### config.mk
export PLATFORM = sky130hd
export DESIGN_NAME = row_gray_centroid_line_center
export DESIGN_NICKNAME = d
export VERILOG_FILES = /design/src/rtl/rgc_pkg.sv /design/src/rtl/row_gray_centroid_line_center.sv /design/src/rtl/rgc_front.sv /design/src/rtl/rgc_fifo.sv /design/src/rtl/rgc_back.sv
export SDC_FILE = /design/constraint.sdc
export NUM_CORES = 1
export LEC_CHECK = 0
export BUFFER_PORTS_ARGS = -buffer_cell sky130_fd_sc_hd__buf_2
export CAP_MARGIN = 20
export CORE_ASPECT_RATIO = 0.75
export CORE_MARGIN = 3
export CORE_UTILIZATION = 57
export CTS_CLUSTER_SIZE = 16
export DETAILED_ROUTE_END_ITERATION = 8
export PLACE_DENSITY = 0.76
export SLEW_MARGIN = 20
export SYNTH_ARGS = -nofsm -noshare
export SYNTH_HDL_FRONTEND = slang
export SYNTH_SLANG_ARGS = --single-unit
### constraint.sdc
create_clock -name i_clk -period 5.71 [get_ports i_clk]
set_input_delay 0.2855 -clock i_clk [delete_from_list [all_inputs] [get_ports i_clk]]
set_output_delay 0.2855 -clock i_clk [all_outputs]
set_load 0.1 [all_outputs]
### src/rtl/rgc_pkg.sv
// Shared types and constants for the row gray-centroid line center block.
package rgc_pkg;

    localparam int CFG_W  = 11;
    localparam int PIX_W  = 8;
    localparam int OUT_W  = 10;
    localparam int IDX_W  = 2;
    localparam int PIX_MAX = 255;

    localparam logic [IDX_W-1:0] REG_ROW_WIDTH    = 2'd0;
    localparam logic [IDX_W-1:0] REG_IMAGE_HEIGHT = 2'd1;
    localparam logic [IDX_W-1:0] REG_THRESHOLD    = 2'd2;

    localparam logic [CFG_W-1:0] RST_ROW_WIDTH    = 11'd640;
    localparam logic [CFG_W-1:0] RST_IMAGE_HEIGHT = 11'd480;
    localparam logic [PIX_W-1:0] RST_THRESHOLD    = 8'd30;

    typedef struct packed {
        logic [CFG_W-1:0] row_width;
        logic [CFG_W-1:0] image_height;
        logic [PIX_W-1:0] threshold;
    } t_cfg;

endpackage

### src/rtl/row_gray_centroid_line_center.sv
// Top level of the row gray-centroid line center block.
// Accepts one gray pixel per clock in raster order while the input is ready.
// Pixels strictly above the threshold add to an intensity sum and a
// column-weighted sum; at each row end the sums go to a two-entry queue and
// a restoring divider produces the center column one quotient bit at a time,
// one for each bit of the column index, then hands it to the registered
// result output. The pixel input sees no stall while the queue has room; with
// short rows, or while the receiver holds off, the input holds off at the
// last pixel of a row once the queue is full. A row with no bright pixel
// reports line_found = 0 and center column 0. The user must write
// configuration only while the block is idle; the block does not enforce it.
module row_gray_centroid_line_center #(
    parameter int MAX_ROW_WIDTH = 1024,
    parameter int MAX_ROWS      = 1024
) (
    input  logic                       i_clk,
    input  logic                       i_rst_n,
    input  logic                       i_cfg_wr_en,
    input  logic [rgc_pkg::IDX_W-1:0]  i_cfg_index,
    input  logic [rgc_pkg::CFG_W-1:0]  i_cfg_data,
    input  logic                       i_in_valid,
    output logic                       o_in_ready,
    input  logic [rgc_pkg::PIX_W-1:0]  i_gray_pixel,
    output logic                       o_out_valid,
    input  logic                       i_out_ready,
    output logic [rgc_pkg::OUT_W-1:0]  o_row_index,
    output logic [rgc_pkg::OUT_W-1:0]  o_center_column,
    output logic                       o_line_found,
    output logic                       o_frame_end
);
    import rgc_pkg::*;

    localparam int CW  = $clog2(MAX_ROW_WIDTH);
    localparam int RW  = (MAX_ROWS > 1) ? $clog2(MAX_ROWS) : 1;
    localparam int ISW = $clog2(PIX_MAX * MAX_ROW_WIDTH + 1);
    localparam longint unsigned WMAX = longint'(PIX_MAX) * longint'(MAX_ROW_WIDTH)
                                       * longint'(MAX_ROW_WIDTH - 1) / 2;
    localparam int WSW = $clog2(WMAX + 1);
    localparam int QW  = OUT_W + 1 + ISW + WSW;

    t_cfg             r_cfg;

    logic             w_row_end;
    logic             w_push;
    logic             w_push_ready;
    logic [OUT_W-1:0] f_row;
    logic             f_last;
    logic [ISW-1:0]   f_isum;
    logic [WSW-1:0]   f_wsum;
    logic [QW-1:0]    q_in;
    logic [QW-1:0]    q_out;
    logic             q_valid;
    logic             q_pop;

    always_ff @(posedge i_clk) begin
        if (!i_rst_n) begin
            r_cfg.row_width    <= RST_ROW_WIDTH;
            r_cfg.image_height <= RST_IMAGE_HEIGHT;
            r_cfg.threshold    <= RST_THRESHOLD;
        end else if (i_cfg_wr_en) begin
            unique case (i_cfg_index)
                REG_ROW_WIDTH:    r_cfg.row_width    <= i_cfg_data;
                REG_IMAGE_HEIGHT: r_cfg.image_height <= i_cfg_data;
                REG_THRESHOLD:    r_cfg.threshold    <= i_cfg_data[PIX_W-1:0];
                default:          r_cfg              <= r_cfg;
            endcase
        end
    end

    rgc_front #(
        .MAX_ROW_WIDTH (MAX_ROW_WIDTH),
        .MAX_ROWS      (MAX_ROWS),
        .CW            (CW),
        .RW            (RW),
        .ISW           (ISW),
        .WSW           (WSW)
    ) u_front (
        .i_clk        (i_clk),
        .i_rst_n      (i_rst_n),
        .i_cfg        (r_cfg),
        .i_valid      (i_in_valid),
        .i_gray_pixel (i_gray_pixel),
        .o_ready      (o_in_ready),
        .o_row_end    (w_row_end),
        .o_push       (w_push),
        .i_push_ready (w_push_ready),
        .o_row_index  (f_row),
        .o_frame_end  (f_last),
        .o_isum       (f_isum),
        .o_wsum       (f_wsum)
    );

    assign q_in = {f_row, f_last, f_isum, f_wsum};

    rgc_fifo #(
        .DATA_W (QW)
    ) u_fifo (
        .i_clk      (i_clk),
        .i_rst_n    (i_rst_n),
        .i_push     (w_push),
        .i_data     (q_in),
        .o_in_ready (w_push_ready),
        .o_valid    (q_valid),
        .i_pop      (q_pop),
        .o_data     (q_out)
    );

    rgc_back #(
        .CW  (CW),
        .ISW (ISW),
        .WSW (WSW)
    ) u_back (
        .i_clk           (i_clk),
        .i_rst_n         (i_rst_n),
        .i_valid         (q_valid),
        .i_row_index     (q_out[QW-1 -: OUT_W]),
        .i_frame_end     (q_out[ISW+WSW]),
        .i_isum          (q_out[ISW+WSW-1 -: ISW]),
        .i_wsum          (q_out[WSW-1:0]),
        .o_pop           (q_pop),
        .o_valid         (o_out_valid),
        .i_ready         (i_out_ready),
        .o_row_index     (o_row_index),
        .o_center_column (o_center_column),
        .o_line_found    (o_line_found),
        .o_frame_end     (o_frame_end)
    );

    a_push_has_room: assert property (@(posedge i_clk) disable iff (!i_rst_n)
        w_push |-> w_push_ready)
        else $error("row sum pushed into full queue");

    a_stall_only_at_row_end: assert property (@(posedge i_clk) disable iff (!i_rst_n)
        !o_in_ready |-> w_row_end)
        else $error("pixel input stalled mid-row");

    a_no_line_zero_center: assert property (@(posedge i_clk) disable iff (!i_rst_n)
        (o_out_valid && !o_line_found) |-> (o_center_column == '0))
        else $error("nonzero center reported for row without line");

    a_pop_only_when_valid: assert property (@(posedge i_clk) disable iff (!i_rst_n)
        q_pop |-> q_valid)
        else $error("divider took row sums from empty queue");

endmodule

### src/rtl/rgc_front.sv
// Front end: pixel accumulation, column/row tracking, row-end push to queue.
module rgc_front #(
    parameter int MAX_ROW_WIDTH = 1024,
    parameter int MAX_ROWS      = 1024,
    parameter int CW            = 10,
    parameter int RW            = 10,
    parameter int ISW           = 18,
    parameter int WSW           = 28
) (
    input  logic                       i_clk,
    input  logic                       i_rst_n,
    input  rgc_pkg::t_cfg              i_cfg,
    input  logic                       i_valid,
    input  logic [rgc_pkg::PIX_W-1:0]  i_gray_pixel,
    output logic                       o_ready,
    output logic                       o_row_end,
    output logic                       o_push,
    input  logic                       i_push_ready,
    output logic [rgc_pkg::OUT_W-1:0]  o_row_index,
    output logic                       o_frame_end,
    output logic [ISW-1:0]             o_isum,
    output logic [WSW-1:0]             o_wsum
);
    import rgc_pkg::*;

    logic [CW-1:0]        r_col;
    logic [RW-1:0]        r_row;
    logic [ISW-1:0]       r_isum;
    logic [WSW-1:0]       r_wsum;

    logic [CW:0]          w_eff;
    logic [RW:0]          h_eff;
    logic [CW:0]          col_inc;
    logic [RW:0]          row_inc;
    logic                 hit;
    logic                 accept;
    logic [PIX_W+CW-1:0]  prod;
    logic [ISW-1:0]       n_isum;
    logic [WSW-1:0]       n_wsum;
    logic [31:0]          row32;

    always_comb begin
        if (i_cfg.row_width == '0) begin
            w_eff = (CW+1)'(1);
        end else if (32'(i_cfg.row_width) > MAX_ROW_WIDTH) begin
            w_eff = (CW+1)'(MAX_ROW_WIDTH);
        end else begin
            w_eff = (CW+1)'(i_cfg.row_width);
        end
        if (i_cfg.image_height == '0) begin
            h_eff = (RW+1)'(1);
        end else if (32'(i_cfg.image_height) > MAX_ROWS) begin
            h_eff = (RW+1)'(MAX_ROWS);
        end else begin
            h_eff = (RW+1)'(i_cfg.image_height);
        end
        col_inc     = (CW+1)'(r_col) + (CW+1)'(1);
        row_inc     = (RW+1)'(r_row) + (RW+1)'(1);
        o_row_end   = !(col_inc < w_eff);
        o_frame_end = (row_inc >= h_eff);
        hit         = (i_gray_pixel > i_cfg.threshold);
        prod        = (PIX_W+CW)'(i_gray_pixel) * (PIX_W+CW)'(r_col);
        n_isum      = hit ? (r_isum + ISW'(i_gray_pixel)) : r_isum;
        n_wsum      = hit ? (r_wsum + WSW'(prod)) : r_wsum;
        row32       = 32'(r_row);
        o_row_index = row32[OUT_W-1:0];
    end

    assign o_ready = i_push_ready || !o_row_end;
    assign accept  = i_valid && o_ready;
    assign o_push  = i_valid && o_row_end && i_push_ready;
    assign o_isum  = n_isum;
    assign o_wsum  = n_wsum;

    always_ff @(posedge i_clk) begin
        if (!i_rst_n) begin
            r_col  <= '0;
            r_row  <= '0;
            r_isum <= '0;
            r_wsum <= '0;
        end else if (accept) begin
            if (o_row_end) begin
                r_col  <= '0;
                r_isum <= '0;
                r_wsum <= '0;
                r_row  <= o_frame_end ? '0 : RW'(row_inc);
            end else begin
                r_col  <= CW'(col_inc);
                r_isum <= n_isum;
                r_wsum <= n_wsum;
            end
        end
    end

endmodule

### src/rtl/rgc_fifo.sv
// Two-entry queue of finished row sums between front and back end.
module rgc_fifo #(
    parameter int DATA_W = 57
) (
    input  logic              i_clk,
    input  logic              i_rst_n,
    input  logic              i_push,
    input  logic [DATA_W-1:0] i_data,
    output logic              o_in_ready,
    output logic              o_valid,
    input  logic              i_pop,
    output logic [DATA_W-1:0] o_data
);
    localparam int DEPTH = 2;

    logic [DATA_W-1:0] r_mem [DEPTH];
    logic              r_wp;
    logic              r_rp;
    logic [1:0]        r_cnt;

    assign o_in_ready = (r_cnt != 2'(DEPTH));
    assign o_valid    = (r_cnt != '0);
    assign o_data     = r_mem[r_rp];

    always_ff @(posedge i_clk) begin
        if (i_push) begin
            r_mem[r_wp] <= i_data;
        end
    end

    always_ff @(posedge i_clk) begin
        if (!i_rst_n) begin
            r_wp  <= 1'b0;
            r_rp  <= 1'b0;
            r_cnt <= '0;
        end else begin
            if (i_push) begin
                r_wp <= ~r_wp;
            end
            if (i_pop) begin
                r_rp <= ~r_rp;
            end
            unique case ({i_push, i_pop})
                2'b10:   r_cnt <= r_cnt + 2'd1;
                2'b01:   r_cnt <= r_cnt - 2'd1;
                default: r_cnt <= r_cnt;
            endcase
        end
    end

endmodule

### src/rtl/rgc_back.sv
// Back end: iterative restoring divider and registered result output.
module rgc_back #(
    parameter int CW  = 10,
    parameter int ISW = 18,
    parameter int WSW = 28
) (
    input  logic                       i_clk,
    input  logic                       i_rst_n,
    input  logic                       i_valid,
    input  logic [rgc_pkg::OUT_W-1:0]  i_row_index,
    input  logic                       i_frame_end,
    input  logic [ISW-1:0]             i_isum,
    input  logic [WSW-1:0]             i_wsum,
    output logic                       o_pop,
    output logic                       o_valid,
    input  logic                       i_ready,
    output logic [rgc_pkg::OUT_W-1:0]  o_row_index,
    output logic [rgc_pkg::OUT_W-1:0]  o_center_column,
    output logic                       o_line_found,
    output logic                       o_frame_end
);
    import rgc_pkg::*;

    localparam int CNW = (CW > 1) ? $clog2(CW) : 1;

    typedef enum logic [1:0] {
        S_IDLE,
        S_DIV,
        S_DONE
    } t_state;

    t_state           r_state;
    logic [OUT_W-1:0] r_row;
    logic             r_last;
    logic             r_found;
    logic [ISW-1:0]   r_div;
    logic [ISW-1:0]   r_rem;
    logic [CW-1:0]    r_quo;
    logic [CNW-1:0]   r_cnt;

    logic [ISW:0]     trial;
    logic [ISW:0]     diff;
    logic             ge;
    logic [ISW-1:0]   n_rem;
    logic [CW-1:0]    n_quo;
    logic [31:0]      quo32;
    logic             out_free;

    always_comb begin
        trial    = {r_rem, r_quo[CW-1]};
        ge       = (trial >= {1'b0, r_div});
        diff     = trial - {1'b0, r_div};
        n_rem    = ge ? ISW'(diff) : ISW'(trial);
        n_quo    = CW'({r_quo, ge});
        quo32    = 32'(r_quo);
        out_free = !o_valid || i_ready;
    end

    assign o_pop = i_valid && (r_state == S_IDLE);

    always_ff @(posedge i_clk) begin
        if (!i_rst_n) begin
            r_state <= S_IDLE;
            o_valid <= 1'b0;
        end else begin
            if (o_valid && i_ready && (r_state != S_DONE)) begin
                o_valid <= 1'b0;
            end
            unique case (r_state)
                S_IDLE: begin
                    if (i_valid) begin
                        r_row   <= i_row_index;
                        r_last  <= i_frame_end;
                        r_div   <= i_isum;
                        r_rem   <= ISW'(i_wsum >> CW);
                        r_quo   <= (i_isum == '0) ? '0 : CW'(i_wsum);
                        r_cnt   <= CNW'(CW - 1);
                        r_found <= (i_isum != '0);
                        if (i_isum == '0) begin
                            r_state <= S_DONE;
                        end else begin
                            r_state <= S_DIV;
                        end
                    end
                end
                S_DIV: begin
                    r_rem <= n_rem;
                    r_quo <= n_quo;
                    r_cnt <= r_cnt - CNW'(1);
                    if (r_cnt == '0) begin
                        r_state <= S_DONE;
                    end
                end
                S_DONE: begin
                    if (out_free) begin
                        o_valid         <= 1'b1;
                        o_row_index     <= r_row;
                        o_center_column <= quo32[OUT_W-1:0];
                        o_line_found    <= r_found;
                        o_frame_end     <= r_last;
                        r_state         <= S_IDLE;
                    end
                end
                default: r_state <= S_IDLE;
            endcase
        end
    end

endmodule

Yosys cells after proc, flatten, opt, wreduce, memory -nomap -nowiden
Memories as Yosys holds them, arrays and structs flattened. A register that Yosys moved wholly into a read port is not among the register bits.
Index checks and enable logic that the tools add are counted.
{ "word_totals": {"reg_bits": 186, "mem_bits_rw": 112, "input_bits": 26, "out_inout_bits": 24, "wordCells": 112, "memories": 1} }
{ "memory_table": {"columns": ["memory", "depth", "word_bits", "rd", "rd_ports_with_merged_regs", "write_ports", "line_no", "source"], "rows": [
  ["u_fifo.r_mem", 2, 56, 1, 1, 1, "rgc_fifo.sv:16", "logic [DATA_W-1:0] r_mem [DEPTH];"]
]} }
{ "op_classes": {"add_sub_neg": 8, "multipliers": 1, "magnitude_cmp": 6, "eq_ne": 11, "n_mux": 31, "n_bitwise": 3, "n_reduce_logical": 28} }
{ "op_table": {"columns": ["operator", "count"], "rows": [
  ["2-to-1 mux 18 bit", 4],
  ["2-to-1 mux 27 bit", 2],
  ["2-to-1 mux 11 bit", 4],
  ["2-to-1 mux 10 bit", 4],
  ["case mux 18 bit (2 select lines)", 1],
  ["adder 27 x 18 -> 27 bit", 1],
  ["adder 10 x 1 -> 11 bit (second input constant)", 2],
  ["> comparator 11 bit (second input constant)", 2],
  ["logical NOT 11 bit", 2],
  ["case mux 10 bit (2 select lines)", 1],
  [">= comparator 19 x 18 -> 1 bit", 1],
  ["adder 18 x 8 -> 18 bit", 1],
  ["logical NOT 18 bit", 1],
  ["multiplier 8 x 10 -> 18 bit", 1],
  ["nonzero test 18 bit", 1],
  ["subtractor 18 bit", 1],
  ["AND reduction 3 bit", 4],
  [">= comparator 11 bit", 1],
  ["< comparator 11 bit", 1],
  ["> comparator 8 bit", 1],
  ["2-to-1 mux 2 bit", 4],
  ["case mux 4 bit (2 select lines)", 1],
  ["AND reduction 2 bit", 4],
  ["2-to-1 mux 1 bit", 7],
  ["17 further kinds", 36]
]} }

Logic depth before layout (Yosys ltp)
Gate-level depths: netlist of run 1.
{ "logic_depth": {"ltp_word": 9, "depth_mapped": 18, "mapped_depth_nobuf": 16} }

Modules after synthesis
From an unflattened synthesis of run 1, not the netlist that was laid out.
{ "hier_totals": {"hier_cells": 1726, "hier_area_um2": 18082.3} }
{ "modules_own_cells": {"columns": ["mod", "instances", "cells_each", "area_each_um2", "seq_area_each_um2"], "rows": [
  ["rgc_front", 1, 1002, 8040.2, 1301.2],
  ["rgc_back", 1, 401, 4569.4, 2582.5],
  ["rgc_fifo", 1, 196, 4250.3, 3463.3],
  ["row_gray_centroid_line_center", 1, 127, 1222.4, 600.6]
]} }

Worst setup path after synthesis of run 1
No wires, ideal clock.
{ "synth_path": {"path_type": "reg-to-reg", "from": "register u_front.r_col[0]", "to": "memory u_fifo.r_mem[0][0] (netlist bit) (enable)", "setup_time_ns": 0.470, "arrival_time_ns": 5.333, "required_ns": 5.240, "setup_slack_ns": -0.093, "path_stages_with_launch": 15, "path_buffers": 1, "period_less_slack_ns": 5.803, "path_cell_list": "dfxtp_1 ha_1 and3_1 and3_1 and3_1 nor2b_1 or2_2 ha_1 and3_1 o2111ai_1 a21o_1 a21oi_1 inv_1 buf_2 nor2_1"} }
{ "synth_via": {"elab_chain_cells": 7} }
{ "synth_rtl": {"columns": ["item", "line_no", "source"], "rows": [
  ["start, declared", "rgc_front.sv:26", "logic [CW-1:0] r_col;"],
  ["start signal, assigned", "rgc_front.sv:88", "r_col <= CW'(col_inc);"],
  ["adder 10 x 1 -> 11 bit", "rgc_front.sv:57", "col_inc = (CW+1)'(r_col) + (CW+1)'(1);"],
  ["< comparator 11 bit", "rgc_front.sv:59", "o_row_end = !(col_inc < w_eff);"],
  ["logical NOT 1 bit", "rgc_front.sv:59", null],
  ["logical AND 1 bit (2 in series)", "rgc_front.sv:71", "assign o_push = i_valid && o_row_end && i_push_ready;"],
  ["2-to-1 mux 1 bit", "rgc_fifo.sv:26", "if (i_push) begin"],
  ["2-to-1 mux 1 bit (implied by the code)", "rgc_fifo.sv:27", "r_mem[r_wp] <= i_data;"],
  ["end, declared", "rgc_fifo.sv:16", null]
]} }
Every way passes these cells.

Worst setup path after layout of run 1
{ "layout_path": {"from": "register u_front.r_col[3]", "to": "memory u_fifo.r_mem[1][19] (netlist bit), data pin"} }
{ "layout_via": {"elab_chain_cells": 3} }
{ "layout_rtl": {"columns": ["item", "line_no", "source"], "rows": [
  ["multiplier 8 x 10 -> 18 bit", "rgc_front.sv:62", "prod = (PIX_W+CW)'(i_gray_pixel) * (PIX_W+CW)'(r_col);"],
  ["adder 27 x 18 -> 27 bit", "rgc_front.sv:64", "n_wsum = hit ? (r_wsum + WSW'(prod)) : r_wsum;"],
  ["2-to-1 mux 27 bit", "rgc_front.sv:64", null],
  ["net f_wsum[19]", "row_gray_centroid_line_center.sv:49", "logic [WSW-1:0] f_wsum;"]
]} }
The timed path passes the listed nets, and every way through them passes these cells.

==> impl_metrics.yaml, run 1 <==
run_status:
  status: "completed"
sta:
  skew_ns: 0.0160
  grt_setup_unrepaired: "no"
  setup_viol_count_final: 0
  max_freq_mhz: 187
  tns_ns: 0
  worst_pin_slew_ns: 1.04
  hold_viol: 0
  maxSlewHeadroom_pct: 30.6
  min_period_ns: 5.34
  drv_slew: 0
  finalCritPeriodShare_pct: 93.5
clocking:
  cts_buffers: 30
  cts-htree-levels: 1
  cts_tree: "done"
  cts_root_buffer: "clkbuf_16"
  clockBufferDepth: 3
  cts_post_setup_buffers_inserted: 0
  clk_latency_ns: 0.56
  clock_sinks: 299
  clkTransAtPathRegs_ns: 0.06
place:
  place.detailed.hpwl_um: 31600
  port_buffers: 49
  gp_congestion: 0.937
  place_area_um2: 18700
power:
  p_seq_share_pct: 44.3
  p_int_w: 0.00415
  power_w: 0.00600
  pwr-share-clk_pct: 31.4
  p_per_area_nw_per_um2: 304
  swShare_pct: 30.8
  combPwrFrac_pct: 24.3
  p_leak_nw: 7.78
  p_switching_w: 0.00185
  peakVddDrop_mv: 0.242
synth:
  seq_area_frac_synth_pct: 44.0
  synth-async-reset-ratio_pct: 0
  yosysUniqueCellTypes: 78
  ys_dominant_reg_cell: "edfxtp_1"
  yosys.cell_count.top_type: "nand2_1"
  netlist_instances: 1799
  ys_ff_latch: 299
  synth_common_cells: "227 x nand2_1, 196 x edfxtp_1, 163 x inv_1, 103 x dfxtp_1, 102 x ha_1"
  yosys_warnings: 0
  synth_edf_count: 196
  ys_top_cells_by_area: "edfxtp_1 33%, dfxtp_1 11%, fa_1 7.3%, ha_1 7.1%, nand2_1 4.7%"
  syn_area_um2: 18100
  synth_top_area_cell: "edfxtp_1"
  synth.avg_cell_area_um2: 10.0
  synth_top_area_share_pct: 32.6
  synth_nets: 1993
setup_path:
  worstPathArrival_ns: 5.62
  cp-start-kind: "flip-flop"
  crit_start: "u_front.r_col[3]$_SDFFE_PN0P_"
  rr_startpoint: "u_front.r_col[3]$_SDFFE_PN0P_"
  path_class: "reg2reg"
  worstPathMaxFanout: 14
  end_kind: "flip-flop"
  cp-endpoint: "u_fifo.r_mem[1][19]$_DFFE_PP_"
  cp.required_ns: 5.99
  r2r_cells: 15
  reg2reg_slack_ns: 0.37
  r2r-end: "u_fifo.r_mem[1][19]$_DFFE_PP_"
floorplanning:
  die_h_um: 160
  fp-row-count: 55
  die_w_um: 212
  pin_count: 50
  coreArea_um2: 30700
  initial_core_util_pct: 58.9
  die_area_um2: 33900
drt:
  drc: 0
  drtPass1Iterations: 5
  vias: 13700
  vias_per_cell: 6.10
  wire_per_inst_um: 19.6
  drt_iter0_markers: 1300
  finalWirelength_um: 44200
  postRouteAntennaNets: 0
final_layout:
  num_antenna_cells: 0
  nets: 2023
  area_growth_pct: 9.15
  drive_gt1_share_pct: 9.88
  final_cell_area_um2: 19700
min_path:
  holdCritPathClass: "in2reg"
global_route:
  grt.total_usage_pct: 26.0
  grt_max_degree: 62
  grt_pass1_vias: 13300
  grt_pass1_wl_um: 71100
  antenna_found_initial: 0
  grt_remaining_overflow: 0
run:
  max-cap-violations: 0
[cell usage in the layout, fill, tap and decap left out, types with 28 or more instances in the layout]
| cell type | n |
|---|---|
| buf_2 | 49 |
| and2_1 | 55 |
| fa_1 | 66 |
| clkbuf_16 | 31 |
| xnor2_1 | 32 |
| inv_1 | 162 |
| nand2_1 | 226 |
| dfxtp_1 | 102 |
| a21oi_1 | 97 |
| nor2_1 | 53 |
| ha_1 | 102 |
| a21o_1 | 28 |
| mux2_2 | 32 |
| nand3_1 | 71 |
| nor3_1 | 34 |
| o21ai_0 | 64 |
| edfxtp_1 | 196 |
[timing repair]
item	in CTS	in global routing
hold buffers	6	2
endpoints found under the hold margin	11	2
resized for setup	0	0
[worst max-delay path, cell delays in order (launching register included)]
cell and delay [ns]:
dfxtp_1 0.59, nand2_1 0.15, fa_1 0.54, fa_1 0.51, inv_1 0.06, fa_1 0.53, inv_1 0.05, fa_1 0.53
inv_1 0.04, ha_1 0.39, a21o_1 0.23, a22oi_1 0.38, nand2_1 0.24, o31ai_1 0.50, xor2_1 0.18, o21ai_0 0.12
[sequential cells by signal, summed over array words and instances, names as in the netlist, 4 cells and up, named ones only]
register,count
u_back.o_row_index,10
u_front.r_wsum,27
u_back.o_center_column,10
u_back.r_quo,10
u_front.r_isum,18
u_back.r_row,10
r_cfg,30
u_front.o_row_index,10
u_fifo.r_mem,112
u_back.r_rem,18
u_back.r_cnt,4
u_front.r_col,10
u_back.r_div,18
[through the flow]
stage          util, %  instances  worst slack, ns  hold slack (ns)
2_1_floorplan        -       1799            0.851            0.400
3_3_place_gp      60.9       2188            0.598            0.408
3_5_place_dp      60.9       2188            0.444            0.409
4_1_cts           64.2       2249            0.437          0.00170
5_1_grt           64.3       2251            0.126          0.00611
6_report          64.3       2251            0.369          0.00901
[cell families (layout without fill, tap and decap cells)]
kind of cell | after synthesis | count (layout) | synth area share (%)
multiplexers | 54 | 54 | 3.21
AND/OR/NAND/NOR | 577 | 577 | 15.7
XOR/XNOR | 57 | 57 | 2.76
AO/OA/AOI/OAI | 399 | 399 | 14.7
flip-flops | 299 | 299 | 44.0
adder cells (fa/ha/maj) | 168 | 168 | 14.4
buffers and inverters | 245 | 298 | 5.25
[per-layer routing]
| layer | track usage [%] | vias up | routed length (um) |
|---|---|---|---|
| li1 | - | 6519 | - |
| met1 | 37.7 | 6636 | 19800 |
| met2 | 41.4 | 505 | 20400 |
| met3 | 3.97 | 73 | 2950 |
| met4 | 6.21 | 0 | 1000 |
| met5 | 0 | - | 0 |
[cell type report]
type	count	area [um2]
clock buffer	46	857
clock inverter	9	82.6
fill	2436	11000
inverter	165	619
multi-input combinational	1255	9230
sequential	299	7950
tap	399	499
timing repair buffer	78	495
[worst min-delay path by stage]
stage | start | end | slack [ns] | cells after the start
floorplan | u_back.r_last$_DFFE_PP_ | u_back.o_frame_end$_DFFE_PP_ | 0.40 | 0
global placement | u_back.r_row[9]$_DFFE_PP_ | u_back.o_row_index[9]$_DFFE_PP_ | 0.41 | 0
CTS | i_cfg_data[8] | r_cfg[16]$_SDFFE_PN1P_ | 0.002 | 3
finish | i_cfg_data[4] | r_cfg[23]$_SDFFE_PN0P_ | 0.009 | 3
detailed placement | u_back.r_row[4]$_DFFE_PP_ | u_back.o_row_index[4]$_DFFE_PP_ | 0.41 | 0
global route | i_cfg_data[8] | r_cfg[27]$_SDFFE_PN0P_ | 0.006 | 3
[power groups by stage]
stage	clock network (W)	registers, W	logic, W
finish	0.00188	0.00266	0.00146
CTS	0.00191	0.00266	0.00144
floorplan	0	0.00265	0.00109
global placement	0	0.00269	0.00139
detailed placement	0	0.00270	0.00142
global route	0.00200	0.00267	0.00159
Note: power is estimated with default switching activity, not from simulation.
==> inputs of run 2 (changes only) <==
--- a/config.mk
+++ b/config.mk
@@ -8,7 +8,6 @@
 export BUFFER_PORTS_ARGS = -buffer_cell sky130_fd_sc_hd__buf_2
 export CAP_MARGIN = 20
 export CORE_ASPECT_RATIO = 0.75
-export CORE_MARGIN = 3
 export CORE_UTILIZATION = 57
 export CTS_CLUSTER_SIZE = 16
 export DETAILED_ROUTE_END_ITERATION = 8
==> run 2 against run 1 <==
  * Worst hold slack gained 0.059 ns
  * Highest routed layer unchanged
  * Non-clock buffer count rose by 3
  * Critical path depth decreased by 1
  * Fmax is 1.0% higher
  * Global-route usage is 1.1 points higher
  * Core utilization decreased by 0.98 points
==> impl_metrics.yaml, run 2 (synthesis results as in run 1) <==
clocking:
  clock_sinks: 299
  cts_root_buffer: "clkbuf_16"
  clk_latency_ns: 0.58
  cts_buffers: 29
  clkTransAtPathRegs_ns: 0.06
  cts_post_setup_buffers_inserted: 0
  cts_tree: "done"
  cts-htree-levels: 1
  clockBufferDepth: 3
drt:
  wire_per_inst_um: 19.8
  postRouteAntennaNets: 0
  drc: 0
  drtPass1Iterations: 5
  drt_iter0_markers: 1404
  vias_per_cell: 6.11
  vias: 13800
  finalWirelength_um: 44600
global_route:
  grt_max_degree: 57
  grt_pass1_wl_um: 69300
  grt_remaining_overflow: 0
  grt_pass1_vias: 12700
  antenna_found_initial: 0
  grt.total_usage_pct: 27.1
power:
  p_per_area_nw_per_um2: 306
  p_switching_w: 0.00191
  p_int_w: 0.00414
  combPwrFrac_pct: 24.4
  p_seq_share_pct: 43.9
  swShare_pct: 31.6
  pwr-share-clk_pct: 31.7
  p_leak_nw: 7.81
  peakVddDrop_mv: 0.258
final_layout:
  nFillCells: 2491
  largest_reg_flops: 112
  top_regs: "u_fifo.r_mem (112), r_cfg (30), u_front.r_wsum (27)"
  nets: 2025
  final_common_cell: "nand2_1"
  multiInputGateArea_um2: 9220
  drive_gt1_share_pct: 9.98
  fin_util_pct: 63.3
  num_antenna_cells: 0
  layout_common_cells: "226 x nand2_1, 196 x edfxtp_1, 162 x inv_1"
  area_growth_pct: 9.44
  seq_area_um2: 7950
  regMostFlops: "u_fifo.r_mem"
min_path:
  holdCritPathClass: "in2reg"
sta:
  max_freq_mhz: 189
  tns_ns: 0
  setup_ws_ns: 0.424
  min_period_ns: 5.29
  skew_ns: 0.0234
  setup_viol_count_final: 0
  finalCritPeriodShare_pct: 92.6
  maxSlewHeadroom_pct: 33.6
  hold_viol: 0
  drv_slew: 0
  worst_pin_slew_ns: 0.995
  grt_setup_unrepaired: "no"
setup_path:
  path_class: "reg2reg"
  worstPathArrival_ns: 5.58
  worstPathMaxFanout: 12
  end_kind: "flip-flop"
  critical_path.most_common_cell: "fa_1"
  cp-start-kind: "flip-flop"
  cp_slowest_cell: "dfxtp_1"
  slowest_delay_ns: 0.59
  critical_path.cell_chain: "and2_1 > fa_1 > fa_1 > fa_1 > inv_1 > fa_1 > inv_1 > ha_1 > a21o_1 > a22oi_1 > nand2_1 > a311oi_1 > xor2_1 > o21ai_0"
  cp.required_ns: 6.01
floorplanning:
  die_area_um2: 32400
  die_h_um: 156
  pin_count: 50
  fp-row-count: 56
  initial_core_util_pct: 57.8
  coreArea_um2: 31300
  die_w_um: 208
place:
  place_ws_ns: 0.540
  gp_congestion: 0.955
  port_buffers: 49
  place.detailed.hpwl_um: 32000
run:
  max-cap-violations: 0
run_status:
  status: "completed"
## run 2: cell types whose count changed in the layout (fill, tap and decap cells not counted), sizes merged
cell	change
bufinv	+1
inv	+2
dlygate4sd3	+3
clkbuf	-8
clkinvlp	-1
clkinv	+4
## run 2: final timing paths
kind                                                    start                         endpoint  slack [ns]  cells past startpoint
worst min-delay path                              i_out_ready        u_back.o_valid$_SDFF_PN0_        0.07                      3
worst max-delay path            u_front.r_col[4]$_SDFFE_PN0P_    u_fifo.r_mem[1][15]$_DFFE_PP_        0.42                     14
worst max register to register  u_front.r_col[4]$_SDFFE_PN0P_    u_fifo.r_mem[1][15]$_DFFE_PP_        0.42                     14
worst min register to register      u_back.r_row[9]$_DFFE_PP_  u_back.o_row_index[9]$_DFFE_PP_        0.42                      0
## run 2: final cells by class
cell class | instances | area share (%)
Clock buffer | 38 | 3.99
Clock inverter | 15 | 0.784
Inverter | 165 | 3.13
Multi-Input combinational cell | 1255 | 46.6
Sequential cell | 299 | 40.2
Tap cell | 406 | 2.57
Timing Repair Buffer | 81 | 2.72
## run 2: power by group through the flow
stage,Combinational (W),Clock [W],Sequential [W]
finish,0.00148,0.00192,0.00265
floorplan,0.00109,0,0.00265
CTS,0.00145,0.00194,0.00265
global route,0.00160,0.00202,0.00267
detailed placement,0.00144,0,0.00270
global placement,0.00140,0,0.00269
## run 2: per-layer routing
layer / vias up / wire length, um / GRT usage [%]
met3: 57 / 4070 / 6.38
met1: 6665 / 20400 / 39.7
li1: 6512 / - / -
met4: 0 / 682 / 5.08
met2: 568 / 19400 / 41.3
met5: - / 0 / 0
## run 2: timing repair
action / in CTS / in global routing
hold endpoints to repair: 27 / 0
resized for setup: 0 / 0
hold buffers: 11 / 0
## run 2: worst max-delay path: cells and delay by family (launching register included)
kind / cells / cell delay, ns
flip-flops: 1 / 0.59
buffers and inverters: 2 / 0.10
XOR/XNOR: 1 / 0.30
adder cells (fa/ha/maj): 5 / 2.42
AND/OR/NAND/NOR: 2 / 0.41
AO/OA/AOI/OAI: 4 / 1.18
## run 2: through the flow
| stage | instance area, um2 | hold WS (ns) | total power, W | instances |
|---|---|---|---|---|
| 2_1_floorplan | 18100 | 0.400 | 0.00373 | 1799 |
| 3_3_place_gp | 18700 | 0.401 | 0.00410 | 2195 |
| 3_5_place_dp | 18700 | 0.410 | 0.00414 | 2195 |
| 4_1_cts | 19800 | 0.0588 | 0.00605 | 2259 |
| 5_1_grt | 19800 | 0.0862 | 0.00629 | 2259 |
| 6_report | 19800 | 0.0684 | 0.00605 | 2259 |
==> inputs of run 3 (changes only) <==
--- a/config.mk
+++ b/config.mk
@@ -7,7 +7,6 @@
 export LEC_CHECK = 0
 export BUFFER_PORTS_ARGS = -buffer_cell sky130_fd_sc_hd__buf_2
 export CAP_MARGIN = 20
-export CORE_ASPECT_RATIO = 0.75
 export CORE_UTILIZATION = 57
 export CTS_CLUSTER_SIZE = 16
 export DETAILED_ROUTE_END_ITERATION = 8
==> run 3 against run 2 <==
  * Sequential share of layout area shrank 0.23 points
  * Register-to-register slack lost 0.10 ns
  * Largest power group unchanged
  * Die area is essentially flat
==> impl_metrics.yaml, run 3 (synthesis results as in run 1) <==
setup_path:
  end_kind: "flip-flop"
  critical_path.most_common_cell: "fa_1"
  critical_path.cell_chain: "and2_1 > fa_1 > fa_1 > fa_1 > inv_1 > fa_1 > inv_1 > ha_1 > a21o_1 > a22oi_1 > nand2_1 > o31ai_1 > xor2_1 > o21ai_0"
  slowest_delay_ns: 0.60
  worstPathMaxFanout: 14
  worstPathArrival_ns: 5.69
  cp_top_family: "adder cells"
  cp.required_ns: 6.01
  critPathBufInv: 2
  cp-start-kind: "flip-flop"
  cp_slowest_cell: "dfxtp_1"
  path_class: "reg2reg"
final_layout:
  fin_util_pct: 64.4
  final_common_cell: "nand2_1"
  num_antenna_cells: 0
  layout_common_cells: "227 x nand2_1, 196 x edfxtp_1, 162 x inv_1"
  multiInputGateArea_um2: 9210
  nFillCells: 2429
  nets: 2032
  seq_area_um2: 7950
  regMostFlops: "u_fifo.r_mem"
  drive_gt1_share_pct: 10.4
  largest_reg_flops: 112
  area_growth_pct: 10.1
  top_regs: "u_fifo.r_mem (112), r_cfg (30), u_front.r_wsum (27)"
place:
  place_ws_ns: 0.409
  port_buffers: 49
  place.detailed.hpwl_um: 30100
  gp_congestion: 0.966
sta:
  finalCritPeriodShare_pct: 94.3
  grt_setup_unrepaired: "no"
  max_freq_mhz: 186
  hold_viol: 0
  setup_ws_ns: 0.323
  tns_ns: 0
  min_period_ns: 5.39
  skew_ns: 0.0142
  setup_viol_count_final: 0
  maxSlewHeadroom_pct: 30.5
  worst_pin_slew_ns: 1.04
  drv_slew: 0
floorplanning:
  die_area_um2: 32400
  pin_count: 50
  die_h_um: 180
  coreArea_um2: 30900
  die_w_um: 180
  fp-row-count: 64
  initial_core_util_pct: 58.5
clocking:
  clock_sinks: 299
  clk_latency_ns: 0.57
  clockBufferDepth: 3
  cts-htree-levels: 1
  clkTransAtPathRegs_ns: 0.06
  cts_root_buffer: "clkbuf_16"
  cts_buffers: 31
  cts_tree: "done"
drt:
  finalWirelength_um: 42300
  drc: 0
  postRouteAntennaNets: 0
  vias: 13700
  drt_iter0_markers: 1382
  drtPass1Iterations: 5
  vias_per_cell: 6.07
  wire_per_inst_um: 18.7
global_route:
  grt_remaining_overflow: 0
  grt_pass1_wl_um: 68400
  grt_max_degree: 65
  grt.total_usage_pct: 26.1
  antenna_found_initial: 0
  grt_pass1_vias: 13200
power:
  p_per_area_nw_per_um2: 310
  power_w: 0.00617
  p_leak_nw: 7.88
  peakVddDrop_mv: 0.269
run_status:
  status: "completed"
min_path:
  holdCritPathClass: "in2reg"
run:
  max-cap-violations: 0
## run 3: cell count changes in the layout (fill, tap and decap cells not counted), sizes merged
cell and change:
buf +5, bufinv +3, clkbuf +2, clkinv +1, inv -1
## run 3: cell type report
type | instances | area share, %
inverter | 165 | 3.11
clock buffer | 40 | 4.07
timing repair buffer | 86 | 2.83
tap | 396 | 2.49
clock inverter | 18 | 1.24
sequential | 299 | 40.0
multi-input combinational | 1255 | 46.3
## run 3: path summary, 6_finish.rpt
check,cells after the start,from,endpoint,slack [ns]
worst max-delay path,14,u_front.r_col[3]$_SDFFE_PN0P_,u_fifo.r_mem[0][19]$_DFFE_PP_,0.32
worst min-delay path,3,i_out_ready,u_back.r_state[1]$_SDFFE_PN0P_,0.09
worst max register to register,14,u_front.r_col[3]$_SDFFE_PN0P_,u_fifo.r_mem[0][19]$_DFFE_PP_,0.32
worst min register to register,0,u_back.r_row[1]$_DFFE_PP_,u_back.o_row_index[1]$_DFFE_PP_,0.42
## run 3: where the power goes
part	switching, W	internal (W)	total, W
sequential	0.0000827	0.00253	0.00261
clock	0.000854	0.00124	0.00209
combinational	0.000935	0.000539	0.00147
total	0.00187	0.00430	0.00617
## run 3: through the flow
step | instances | cell area [um2] | hold WS, ns
after floorplan | 1799 | 18100 | 0.400
after global placement | 2190 | 18700 | 0.401
after detailed placement | 2190 | 18700 | 0.405
after CTS | 2259 | 19900 | 0.0757
after global routing | 2259 | 19900 | 0.101
final | 2259 | 19900 | 0.0902
## run 3: metal layers
layer / vias up / part of all wire [%] / GRT usage [%]
met5: - / 0 / 0
met4: 0 / 2.7 / 7.42
met3: 66 / 7.2 / 3.60
met2: 506 / 46 / 42.1
met1: 6631 / 44 / 37.0
li1: 6516 / - / -
## run 3: timing repair
| action | in CTS | in global routing |
|---|---|---|
| hold endpoints to repair | 21 | 0 |
| hold buffers | 11 | 0 |
| setup buffers | 0 | 0 |
| gates resized for setup | 0 | 0 |
## run 3: tightest hold or removal path: stages
cell and delay (ns):
buf_2 0.07, nand2b_1 0.15, o21ai_0 0.10
